## src/sv/ccnmr_pkg.sv

```systemverilog
// Shared types, constants and helpers for the camera capture block.
package ccnmr_pkg;

    localparam int CFG_W       = 11;
    localparam int CFG_INDEX_W = 1;
    localparam int BYTE_W      = 8;
    localparam int ADDR_W      = 21;
    localparam int PIXEL_W     = 16;

    localparam logic [CFG_W-1:0] WIDTH_RESET  = 11'd320;
    localparam logic [CFG_W-1:0] HEIGHT_RESET = 11'd240;

    localparam logic [CFG_INDEX_W-1:0] REG_IMAGE_WIDTH  = 1'd0;
    localparam logic [CFG_INDEX_W-1:0] REG_IMAGE_HEIGHT = 1'd1;

    typedef enum logic [1:0] {
        FUNC_START = 2'd0,
        FUNC_SYNC  = 2'd1,
        FUNC_PIXEL = 2'd2
    } func_t;

    // Each lane byte holds four data bits of two samples, first sample in the low nibble.
    function automatic logic [PIXEL_W-1:0] merge_nibbles(
        input logic [BYTE_W-1:0] low_lane,
        input logic [BYTE_W-1:0] high_lane
    );
        return {high_lane[7:4], low_lane[7:4], high_lane[3:0], low_lane[3:0]};
    endfunction

endpackage

```

## src/sv/ccnmr_cfg_if.sv

```systemverilog
// Configuration write channel: register index and write data.
interface ccnmr_cfg_if;
    logic                               valid;
    logic                               ready;
    logic [ccnmr_pkg::CFG_INDEX_W-1:0]  index;
    logic [ccnmr_pkg::CFG_W-1:0]        data;

    modport source (output valid, output index, output data, input ready);
    modport sink   (input valid, input index, input data, output ready);
endinterface

```

## src/sv/ccnmr_in_if.sv

```systemverilog
// Input item channel: function code and the two lane bytes.
interface ccnmr_in_if;
    logic                          valid;
    logic                          ready;
    logic [1:0]                    func;
    logic [ccnmr_pkg::BYTE_W-1:0]  low_lane_byte;
    logic [ccnmr_pkg::BYTE_W-1:0]  high_lane_byte;

    modport source (output valid, output func, output low_lane_byte,
                    output high_lane_byte, input ready);
    modport sink   (input valid, input func, input low_lane_byte,
                    input high_lane_byte, output ready);
endinterface

```

## src/sv/ccnmr_out_if.sv

```systemverilog
// Result channel: frame buffer write and capture status.
interface ccnmr_out_if;
    logic                          valid;
    logic                          ready;
    logic                          write_valid;
    logic [ccnmr_pkg::ADDR_W-1:0]  write_addr;
    logic [ccnmr_pkg::PIXEL_W-1:0] write_pixel;
    logic                          show_frame;
    logic                          capture_armed;
    logic                          capture_running;
    logic                          buffer_full;

    modport source (output valid, output write_valid, output write_addr,
                    output write_pixel, output show_frame, output capture_armed,
                    output capture_running, output buffer_full, input ready);
    modport sink   (input valid, input write_valid, input write_addr,
                    input write_pixel, input show_frame, input capture_armed,
                    input capture_running, input buffer_full, output ready);
endinterface

```

## src/sv/camera_capture_nibble_merge_rotate.sv

```systemverilog
// Camera frame capture with nibble merge and 90 degree rotated write addresses.
//
//  Channel  Direction  Carries
//  cfg      sink       image_width / image_height register writes
//  item     sink       func, low_lane_byte, high_lane_byte
//  result   source     write_valid, write_addr, write_pixel, show_frame, flags
//
// An item is taken into an input register and its result is loaded into the result
// register when that register is empty or result.ready is high; one item per cycle is
// sustained while result.ready stays high. The single h * (w - 1 - col) multiply lies between the two registers.
// The result register holds while result.ready is low and the input register
// still takes one more item, after which item.ready falls.
// Reset clears the capture flags and counters and loads 320 x 240.
module camera_capture_nibble_merge_rotate #(
    parameter int MAX_DIM = 1024
) (
    input  logic         clk,
    input  logic         rst_n,
    ccnmr_cfg_if.sink    cfg,
    ccnmr_in_if.sink     item,
    ccnmr_out_if.source  result
);
    import ccnmr_pkg::*;

    localparam int DW = $clog2(MAX_DIM) + 1;
    localparam int PW = (2 * DW + 2 > ADDR_W) ? 2 * DW + 2 : ADDR_W;

    function automatic logic [DW-1:0] clamp_dim(input logic [CFG_W-1:0] v);
        logic [31:0] v32;
        v32 = 32'(v);
        if (v32 == 32'd0)
            return DW'(1);
        else if (v32 > 32'(MAX_DIM))
            return DW'(MAX_DIM);
        else
            return DW'(v32);
    endfunction

    // Configuration registers
    logic [CFG_W-1:0] width_reg;
    logic [CFG_W-1:0] height_reg;

    // Input register
    logic              stage_valid_reg;
    func_t             stage_func_reg;
    logic [BYTE_W-1:0] stage_low_reg;
    logic [BYTE_W-1:0] stage_high_reg;

    // Capture state
    logic          armed_reg, armed_next;
    logic          running_reg, running_next;
    logic          full_reg, full_next;
    logic [DW-1:0] col_reg, col_next;
    logic [DW-1:0] row_reg, row_next;

    // Result register
    logic               res_valid_reg;
    logic               res_write_reg, res_write_next;
    logic               res_show_reg, res_show_next;
    logic [ADDR_W-1:0]  res_addr_reg;
    logic [PIXEL_W-1:0] res_pixel_reg;

    logic advance;
    logic item_take;

    logic [DW-1:0]   w_eff, h_eff, w_m1, c_lim, diff;
    logic [DW-1:0]   col_inc, row_inc;
    logic [2*DW-1:0] prod;
    logic [PW-1:0]   addr_wide;

    assign cfg.ready = 1'b1;

    always_ff @(posedge clk or negedge rst_n)
    begin
        if (!rst_n)
        begin
            width_reg  <= WIDTH_RESET;
            height_reg <= HEIGHT_RESET;
        end
        else if (cfg.valid)
        begin
            case (cfg.index)
                REG_IMAGE_WIDTH:  width_reg  <= cfg.data;
                REG_IMAGE_HEIGHT: height_reg <= cfg.data;
                default: ;
            endcase
        end
    end

    assign advance   = stage_valid_reg && (!res_valid_reg || result.ready);
    assign item.ready = !stage_valid_reg || advance;
    assign item_take = item.valid && item.ready;

    always_ff @(posedge clk or negedge rst_n)
    begin
        if (!rst_n)
            stage_valid_reg <= 1'b0;
        else if (item_take)
            stage_valid_reg <= 1'b1;
        else if (advance)
            stage_valid_reg <= 1'b0;
    end

    always_ff @(posedge clk)
    begin
        if (item_take)
        begin
            stage_func_reg <= func_t'(item.func);
            stage_low_reg  <= item.low_lane_byte;
            stage_high_reg <= item.high_lane_byte;
        end
    end

    // Rotated address of the current pixel: 2*row + 2*h*(w-1-col).
    always_comb
    begin
        w_eff     = clamp_dim(width_reg);
        h_eff     = clamp_dim(height_reg);
        w_m1      = w_eff - DW'(1);
        c_lim     = (col_reg > w_m1) ? w_m1 : col_reg;
        diff      = w_m1 - c_lim;
        prod      = (2 * DW)'(h_eff) * (2 * DW)'(diff);
        addr_wide = (PW'(row_reg) << 1) + (PW'(prod) << 1);
        col_inc   = col_reg + DW'(1);
        row_inc   = row_reg + DW'(1);
    end

    always_comb
    begin
        armed_next     = armed_reg;
        running_next   = running_reg;
        full_next      = full_reg;
        col_next       = col_reg;
        row_next       = row_reg;
        res_write_next = 1'b0;
        res_show_next  = 1'b0;
        case (stage_func_reg)
            FUNC_START:
            begin
                if (!armed_reg)
                begin
                    armed_next   = 1'b1;
                    running_next = 1'b0;
                end
            end
            FUNC_SYNC:
            begin
                if (armed_reg && !running_reg)
                begin
                    running_next = 1'b1;
                    full_next    = 1'b0;
                    col_next     = '0;
                    row_next     = '0;
                end
                else if (armed_reg && running_reg)
                begin
                    armed_next    = 1'b0;
                    running_next  = 1'b0;
                    res_show_next = 1'b1;
                end
            end
            FUNC_PIXEL:
            begin
                if (armed_reg && running_reg && !full_reg)
                begin
                    // A row past the height can only follow a height shrunk mid-frame.
                    if (row_reg >= h_eff)
                        full_next = 1'b1;
                    else
                    begin
                        res_write_next = 1'b1;
                        if (col_inc >= w_eff)
                        begin
                            col_next = '0;
                            row_next = row_inc;
                            if (row_inc >= h_eff)
                                full_next = 1'b1;
                        end
                        else
                            col_next = col_inc;
                    end
                end
            end
            default: ;
        endcase
    end

    always_ff @(posedge clk or negedge rst_n)
    begin
        if (!rst_n)
        begin
            armed_reg     <= 1'b0;
            running_reg   <= 1'b0;
            full_reg      <= 1'b0;
            col_reg       <= '0;
            row_reg       <= '0;
            res_valid_reg <= 1'b0;
        end
        else
        begin
            if (advance)
            begin
                armed_reg   <= armed_next;
                running_reg <= running_next;
                full_reg    <= full_next;
                col_reg     <= col_next;
                row_reg     <= row_next;
            end
            if (advance)
                res_valid_reg <= 1'b1;
            else if (result.ready)
                res_valid_reg <= 1'b0;
        end
    end

    always_ff @(posedge clk)
    begin
        if (advance)
        begin
            res_write_reg <= res_write_next;
            res_show_reg  <= res_show_next;
            res_addr_reg  <= res_write_next ? addr_wide[ADDR_W-1:0] : '0;
            res_pixel_reg <= res_write_next ? merge_nibbles(stage_low_reg, stage_high_reg)
                                            : '0;
        end
    end

    // The flags change only when a result is loaded, so they stay in step with it.
    assign result.valid           = res_valid_reg;
    assign result.write_valid     = res_write_reg;
    assign result.write_addr      = res_addr_reg;
    assign result.write_pixel     = res_pixel_reg;
    assign result.show_frame      = res_show_reg;
    assign result.capture_armed   = armed_reg;
    assign result.capture_running = running_reg;
    assign result.buffer_full     = full_reg;

    a_running_needs_armed: assert property (@(posedge clk) disable iff (!rst_n)
        running_reg |-> armed_reg)
        else $error("capture running without being armed");

    a_write_while_running: assert property (@(posedge clk) disable iff (!rst_n)
        (res_valid_reg && res_write_reg) |-> (armed_reg && running_reg))
        else $error("pixel write reported outside a running capture");

    a_show_ends_capture: assert property (@(posedge clk) disable iff (!rst_n)
        (res_valid_reg && res_show_reg) |-> (!armed_reg && !running_reg && !res_write_reg))
        else $error("frame end reported while capture still active");

    a_addr_even: assert property (@(posedge clk) disable iff (!rst_n)
        (res_valid_reg && res_write_reg) |-> (res_addr_reg[0] == 1'b0))
        else $error("pixel write address is odd");

    a_stage_blocks: assert property (@(posedge clk) disable iff (!rst_n)
        (stage_valid_reg && !advance) |-> !item.ready)
        else $error("input register would be overwritten");

endmodule
```

## src/flat_wrapper.sv

```systemverilog
// flat-port wrapper written by rule: the top's interface ports become plain ports
module camera_capture_nibble_merge_rotate_flat import ccnmr_pkg::*;
#(
    parameter int MAX_DIM = 1024
)
  (clk, rst_n, cfg_valid, cfg_index, cfg_data, cfg_ready, item_valid, item_func, item_low_lane_byte, item_high_lane_byte, item_ready, result_valid, result_write_valid, result_write_addr, result_write_pixel, result_show_frame, result_capture_armed, result_capture_running, result_buffer_full, result_ready);
  ccnmr_cfg_if cfg_i ();
  ccnmr_in_if item_i ();
  ccnmr_out_if result_i ();
  input  logic clk;
  input  logic rst_n;
  input wire logic [$bits(cfg_i.valid)-1:0] cfg_valid;
  input wire logic [$bits(cfg_i.index)-1:0] cfg_index;
  input wire logic [$bits(cfg_i.data)-1:0] cfg_data;
  output wire logic [$bits(cfg_i.ready)-1:0] cfg_ready;
  input wire logic [$bits(item_i.valid)-1:0] item_valid;
  input wire logic [$bits(item_i.func)-1:0] item_func;
  input wire logic [$bits(item_i.low_lane_byte)-1:0] item_low_lane_byte;
  input wire logic [$bits(item_i.high_lane_byte)-1:0] item_high_lane_byte;
  output wire logic [$bits(item_i.ready)-1:0] item_ready;
  output wire logic [$bits(result_i.valid)-1:0] result_valid;
  output wire logic [$bits(result_i.write_valid)-1:0] result_write_valid;
  output wire logic [$bits(result_i.write_addr)-1:0] result_write_addr;
  output wire logic [$bits(result_i.write_pixel)-1:0] result_write_pixel;
  output wire logic [$bits(result_i.show_frame)-1:0] result_show_frame;
  output wire logic [$bits(result_i.capture_armed)-1:0] result_capture_armed;
  output wire logic [$bits(result_i.capture_running)-1:0] result_capture_running;
  output wire logic [$bits(result_i.buffer_full)-1:0] result_buffer_full;
  input wire logic [$bits(result_i.ready)-1:0] result_ready;
  assign cfg_i.valid = cfg_valid;
  assign cfg_i.index = cfg_index;
  assign cfg_i.data = cfg_data;
  assign cfg_ready = cfg_i.ready;
  assign item_i.valid = item_valid;
  assign item_i.func = item_func;
  assign item_i.low_lane_byte = item_low_lane_byte;
  assign item_i.high_lane_byte = item_high_lane_byte;
  assign item_ready = item_i.ready;
  assign result_valid = result_i.valid;
  assign result_write_valid = result_i.write_valid;
  assign result_write_addr = result_i.write_addr;
  assign result_write_pixel = result_i.write_pixel;
  assign result_show_frame = result_i.show_frame;
  assign result_capture_armed = result_i.capture_armed;
  assign result_capture_running = result_i.capture_running;
  assign result_buffer_full = result_i.buffer_full;
  assign result_i.ready = result_ready;
  camera_capture_nibble_merge_rotate #(.MAX_DIM(MAX_DIM)) u_core (.clk(clk), .rst_n(rst_n), .cfg(cfg_i), .item(item_i), .result(result_i));
endmodule
```

## config.mk

```make
export PLATFORM = sky130hd
export DESIGN_NAME = camera_capture_nibble_merge_rotate_flat
export DESIGN_NICKNAME = d
export VERILOG_FILES = /design/src/sv/ccnmr_pkg.sv /design/src/sv/ccnmr_cfg_if.sv /design/src/sv/ccnmr_in_if.sv /design/src/sv/ccnmr_out_if.sv /design/src/sv/camera_capture_nibble_merge_rotate.sv /design/src/flat_wrapper.sv
export SDC_FILE = /design/constraint.sdc
export NUM_CORES = 1
export LEC_CHECK = 0
export BUFFER_PORTS_ARGS = -buffer_cell sky130_fd_sc_hd__clkbuf_2
export CORE_MARGIN = 5
export CORE_UTILIZATION = 65
export CTS_BUF_LIST = sky130_fd_sc_hd__clkbuf_8
export CTS_CLUSTER_DIAMETER = 100
export DETAILED_ROUTE_END_ITERATION = 8
export PLACE_DENSITY = 0.85
export SYNTH_ARGS = -nofsm -noshare
export SYNTH_HDL_FRONTEND = slang
export SYNTH_SLANG_ARGS = --single-unit
```

## constraint.sdc

```tcl
create_clock -name clk -period 28.1 [get_ports clk]
set_input_delay 2.81 -clock clk [delete_from_list [all_inputs] [get_ports clk]]
set_output_delay 2.81 -clock clk [all_outputs]
set_load 0.005 [all_outputs]
```

# Yosys cells after proc, flatten, opt, wreduce, memory -nomap -nowiden
# Cells that the tools add are included.
word_totals:
  ff_bits: 106
  inputBits: 35
  output_inout_bits: 45
  elab_cells: 102
op_classes:
  add_sub_neg: 5
  multipliers: 1
  magnitude_cmp: 6
  eq_ne: 12
  muxes: 34
  bitwise: 2
  reduce_logical: 26
ops:
  columns: ["op", "count"]
  rows:
  - ["$mux W11", 12]
  - ["$pmux W11 S2", 2]
  - ["$ge A11 B11 Y1", 3]
  - ["$add A11 B1 Y11 const B", 2]
  - ["$gt A11 B11 Y1 const B", 2]
  - ["$logic_not A11 Y1", 2]
  - ["$add A12 B21 Y21", 1]
  - ["$mul A11 B11 Y20", 1]
  - ["$mux W1", 17]
  - ["$reduce_and A6 Y1", 2]
  - ["$gt A11 B11 Y1", 1]
  - ["$sub A11 B1 Y11 const B", 1]
  - ["$sub A11 B11 Y11", 1]
  - ["$ne A3 B1 Y1 const B", 3]
  - ["$ne A2 B1 Y1 const B", 4]
  - ["$reduce_and A4 Y1", 2]
  - ["$reduce_bool A2 Y1", 4]
  - ["$ne A2 B2 Y1 const B", 3]
  - ["$pmux W1 S2", 3]
  - ["$logic_and A1 B1 Y1", 5]
  - ["$reduce_and A5 Y1", 1]
  - ["$logic_not A1 Y1", 4]
  - ["$reduce_and A2 Y1", 2]
  - ["$eq A2 B1 Y1 const B", 1]
  - ["other kinds (5)", 7]

# Longest topological paths before layout
depth:
  depth_word: 9
  mapped_depth: 52
  ltp_nobuf: 49

# Worst setup path after synthesis
# No wires, ideal clock.
synth_timing:
  path_type: "reg-to-reg"
  from: "register u_core.width_reg[8]"
  to: "register u_core.res_addr_reg[20] (netlist: u_core.result.write_addr[20]), data pin"
  arrival_time_ns: 11.551
  setup_slack_ns: 16.290
  path_stages_with_launch: 50
  path_buffers: 1
  cell_sequence: "dfstp_2 -> nor2_1 -> a31oi_1 -> or2_2 -> ha_1 -> or4b_4 -> o41ai_1 -> inv_1 -> ha_1 -> and2b_2 -> a221oi_4 -> o311ai_4 -> nand3_1 -> o211a_1 -> buf_6 -> nand2_1 -> nand2_1 -> nand2_1 -> (+14 left out) -> fa_1 -> inv_1 -> fa_1 -> fa_1 -> inv_1 -> fa_1 -> inv_1 -> ha_1 -> or2_2 -> a21oi_1 -> a21oi_1 -> a211o_1 -> a21oi_1 -> xnor2_1 -> or2b_2 -> or4_2 -> a21oi_1 -> nor3b_2"
synth_via:
  elab_chain_cells: 9
  word_cells_on_any_way: 10
  classes_between: "add/sub (3); mul (1); order compare (2); mux (3); reduce/logical (1)"
synth_rtl:
  columns: ["item", "line", "text"]
  rows:
  - ["start: declaration", "camera_capture_nibble_merge_rotate.sv:40", "logic [CFG_W-1:0] width_reg;"]
  - ["start signal: assignment", "camera_capture_nibble_merge_rotate.sv:83", "REG_IMAGE_WIDTH: width_reg <= cfg.data;"]
  - ["$gt A11 B11 Y1", "camera_capture_nibble_merge_rotate.sv:33", "else if (v32 > 32'(MAX_DIM))"]
  - ["$mux W11", "camera_capture_nibble_merge_rotate.sv:33", null]
  - ["$mux W11 *", "camera_capture_nibble_merge_rotate.sv:31", "if (v32 == 32'd0)"]
  - ["$sub A11 B1 Y11 *", "camera_capture_nibble_merge_rotate.sv:119", "w_m1 = w_eff - DW'(1);"]
  - ["$gt A11 B11 Y1", "camera_capture_nibble_merge_rotate.sv:120", "c_lim = (col_reg > w_m1) ? w_m1 : col_reg;"]
  - ["$mux W11", "camera_capture_nibble_merge_rotate.sv:120", null]
  - ["$sub A11 B11 Y11 *", "camera_capture_nibble_merge_rotate.sv:121", "diff = w_m1 - c_lim;"]
  - ["$mul A11 B11 Y20 *", "camera_capture_nibble_merge_rotate.sv:122", "prod = (2 * DW)'(h_eff) * (2 * DW)'(diff);"]
  - ["$add A12 B21 Y21 *", "camera_capture_nibble_merge_rotate.sv:123", "addr_wide = (PW'(row_reg) << 1) + (PW'(prod) << 1);"]
  - ["end signal: assignment", "camera_capture_nibble_merge_rotate.sv:222", "res_addr_reg <= res_write_next ? addr_wide[ADDR_W-1:0] : '0;"]
  - ["end: declaration", "camera_capture_nibble_merge_rotate.sv:60", "logic [ADDR_W-1:0] res_addr_reg;"]
# Every way passes the cells marked *; elsewhere a longest branch is shown, timed or not.
# A chain may end at the register's enable or synchronous reset.

# Worst setup path after layout
# Same ends and word-level chain as after synthesis.

==> metrics.json <==
{
  "clock_insertion_delay_worst_skew": {"value": 0.41, "unit": "ns"},
  "area_overhead_vs_synth": {"value": 6.73, "unit": "%"},
  "grt_pass1_wl": {"value": 39.6, "unit": "mm"},
  "boundaryPins": {"value": 80},
  "powerDensity": {"value": 128, "unit": "mW/mm2"},
  "drt-vias-per-instance": {"value": 5.81},
  "clock_tree_from_tritoncts": {"value": "yes"},
  "coreArea": {"value": 0.0163, "unit": "mm2"},
  "met2_wirelength": {"value": 11.4, "unit": "mm"},
  "synth_nets": {"value": 1351},
  "cts_inserted_buffers": {"value": 9},
  "clockPowerShare": {"value": 0.068},
  "die-area": {"value": 0.0191, "unit": "mm2"},
  "path_delay_family": {"value": "adder cells"},
  "synth_async_sr_flop_share": {"value": 0.467},
  "globalRoute.totalOverflow": {"value": 0},
  "worst_hold_slack_after_final_layout": {"value": 0.490, "unit": "ns"},
  "outcome": {"value": "completed"},
  "portBuffers": {"value": 77},
  "fill_cells": {"value": 1232},
  "grt_antenna_before_repair": {"value": 0},
  "power_switching": {"value": 737, "unit": "uW"},
  "grtUsageTotal": {"value": 0.250},
  "holdCritPathClass": {"value": "reg2reg"},
  "critical_path.startpoint": {"value": "u_core.width_reg[8]"},
  "place.gp.congestion": {"value": 0.942},
  "power.static_leakage": {"value": 0.00553, "unit": "uW"},
  "synth.cell_area": {"value": 0.0107, "unit": "mm2"},
  "sequential_element_share_of_the_synthesized_area": {"value": 0.273},
  "synth_warnings": {"value": 0},
  "cts.path.max_buffers": {"value": 2},
  "cts_repair_resized_insts": {"value": 0},
  "timing.max_slew.rel_slack": {"value": 0.114},
  "final_min_period_over_clock_period": {"value": 0.461},
  "drtPass1Iterations": {"value": 5},
  "crit_slowest_cell": {"value": "or4_2"},
  "cts_setup_buffers": {"value": 0},
  "die_width": {"value": 138, "unit": "um"},
  "power_report.internal_total": {"value": 718, "unit": "uW"},
  "post_cts_hold_buffer_count": {"value": 0},
  "critical_path_buf_inv_count": {"value": 5},
  "power.switching_fraction": {"value": 0.506},
  "path_max_fanout": {"value": 8},
  "drv.max_cap_violation_count": {"value": 0},
  "worst_path_largest_cell_delay": {"value": 0.65, "unit": "ns"},
  "start_util": {"value": 0.654},
  "rr_worst_depth": {"value": 48},
  "tightestPinTransition": {"value": 1.30, "unit": "ns"},
  "count_of_flip_flops_with_a_built_in_enable_after_synthesis": {"value": 56},
  "final_layout_size_suffix_gt1_frac": {"value": 0.129},
  "report.final.setup_viol": {"value": 0},
  "final_worst_clock_skew": {"value": 0.0206, "unit": "ns"},
  "final-max-slew-violation-count": {"value": 0},
  "cts_num_sinks": {"value": 105},
  "fp.dieH": {"value": 138, "unit": "um"},
  "routedWlPerCell": {"value": 16.7, "unit": "um"},
  "cp_data_required_time": {"value": 28.25, "unit": "ns"},
  "final_antenna_net_count": {"value": 0},
  "ys_seq_elements": {"value": 105},
  "num_antenna_cells": {"value": 0},
  "timing.critical_path.arrival": {"value": 13.12, "unit": "ns"},
  "via_count": {"value": 8109},
  "ff_to_ff_setup_slack": {"value": 15.14, "unit": "ns"},
  "share_comb_of_total_power": {"value": 0.803},
  "top_layer_used": {"value": "met4"},
  "crit-reg2reg-capture": {"value": "u_core.result.write_addr[20]"},
  "synthDistinctLibCells": {"value": 75},
  "postRouteWirelength": {"value": 23.2, "unit": "mm"},
  "reg_power_frac": {"value": 0.129},
  "timing.critical_path.to": {"value": "u_core.result.write_addr[20]"},
  "detailedRoute.firstIterationViolations": {"value": 546},
  "regToRegStartpoint": {"value": "u_core.width_reg[8]"},
  "via_count_of_the_first_global_routing_pass": {"value": 8177},
  "m1WireLength": {"value": 9.56, "unit": "mm"},
  "start_kind": {"value": "flop"},
  "post-route-drc-count": {"value": 0},
  "post-route-cell-area": {"value": 0.0114, "unit": "mm2"},
  "clock.fmax": {"value": 77.2, "unit": "MHz"},
  "rsz0062_at_grt": {"value": "false"},
  "largest_reg_flops": {"value": 20},
  "ys_dominant_reg_cell": {"value": "edfxtp_1"},
  "fin_setup_tns": {"value": 0, "unit": "ns"},
  "met3WireLength": {"value": 1.63, "unit": "mm"},
  "placed_area": {"value": 0.0112, "unit": "mm2"},
  "path_depth": {"value": 48},
  "fin_nets": {"value": 1404},
  "path_class": {"value": "reg2reg"},
  "syn-mean-instance-area": {"value": 9.58, "unit": "um2"},
  "ctsHtreeMaxLevel": {"value": 3},
  "grt_max_degree": {"value": 50},
  "cts.reportedPaths.clkPinSlew": {"value": 0.12, "unit": "ns"},
  "place_hpwl": {"value": 18.7, "unit": "mm"},
  "std_cell_rows": {"value": 47},
  "peakVddDrop": {"value": 139, "unit": "uV"},
  "finalHoldViolCount": {"value": 0},
  "cts_root_buffer": {"value": "clkbuf_8"},
  "final.min_clock_period": {"value": 12.96, "unit": "ns"},
  "netlist_instances": {"value": 1117},
  "element_type_at_the_critical_path_end": {"value": "flop"}
}
-- power groups by stage --
stage | registers, uW | logic [uW] | clock network, uW
global placement | 190 | 1120 | 0
global route | 190 | 1330 | 107
finish | 188 | 1170 | 98.8
floorplan | 187 | 947 | 0
detailed placement | 191 | 1150 | 0
CTS | 188 | 1170 | 101
-- per-stage QoR --
step                      setup slack, ns  cells  total power [uW]  utilization
after CTS                           15.27   1395              1450        0.698
after global routing                14.25   1395              1630        0.698
final                               15.14   1395              1460        0.698
after global placement              15.69   1379              1310        0.685
after detailed placement            15.29   1379              1340        0.685
after floorplan                     16.29   1117              1130            -
-- kinds of logic (layout without fill, tap and decap cells) --
family	after synthesis	after routing	share of synthesized area
flops	105	105	0.273
simple gates	361	361	0.168
fa+ha+maj	199	199	0.290
compound gates	173	173	0.119
buf+inv	183	241	0.0671
mux	29	29	0.0297
xor+xnor	65	65	0.0532
other cells	2	2	0.000702
-- worst min path at each step --
stage / start / end / slack (ns) / cells past startpoint
after global placement: u_core.stage_valid_reg / u_core.result.valid / 0.45 / 1
after CTS: u_core.stage_valid_reg / u_core.result.valid / 0.50 / 1
after detailed placement: u_core.stage_valid_reg / u_core.result.valid / 0.47 / 1
after global routing: u_core.stage_valid_reg / u_core.result.valid / 0.53 / 1
final: u_core.stage_valid_reg / u_core.result.valid / 0.49 / 1
after floorplan: u_core.stage_valid_reg / u_core.result.valid / 0.45 / 1
-- placed cells by master, fill, tap and decap left out, types with 32 or more instances in the layout --
master / instances
xnor2_1: 41
nand2_1: 103
ha_1: 118
edfxtp_1: 56
dfrtp_1: 43
nor2_1: 92
fa_1: 81
inv_1: 146
clkbuf_2: 77
and2_1: 32
-- cell usage after synthesis, drive strengths merged (5+ instances only) --
library cell,instances,area share
nand2,103,0.036
mux2i,7,0.0065
a21o,21,0.015
nand3,28,0.014
and3,15,0.0088
fa,81,0.15
nor2,92,0.032
dfstp,6,0.015
mux2,22,0.023
a31oi,5,0.0029
nand2b,26,0.015
buf,9,0.0061
clkbuf,28,0.0098
a22o,11,0.0090
dfrtp,43,0.10
a2111oi,9,0.0074
o21bai,8,0.0067
a211oi,10,0.0070
xor2,24,0.020
ha,118,0.14
and2,33,0.019
edfxtp,56,0.16
or2,5,0.0029
a21oi,28,0.013
o21a,15,0.011
inv,146,0.051
nor2b,18,0.011
nor3,14,0.0065
xnor2,41,0.034
o21ai,29,0.014
o211ai,5,0.0035
-- routing by layer --
layer  global-route usage  vias up
li1                     -     3882
met1                0.324     3886
met2                0.421      280
met3               0.0549       61
met4               0.0785        0
met5                    0        -
-- cell type report --
class	count	area (um2)	share of cell area
Multi-Input combinational cell	829	7070	0.619
Timing Repair Buffer	79	400	0.0351
Clock buffer	9	124	0.0108
Inverter	146	548	0.0480
Sequential cell	105	2920	0.255
Clock inverter	7	88.8	0.00778
Tap cell	220	275	0.0241
(Power assumes the default switching activity.)
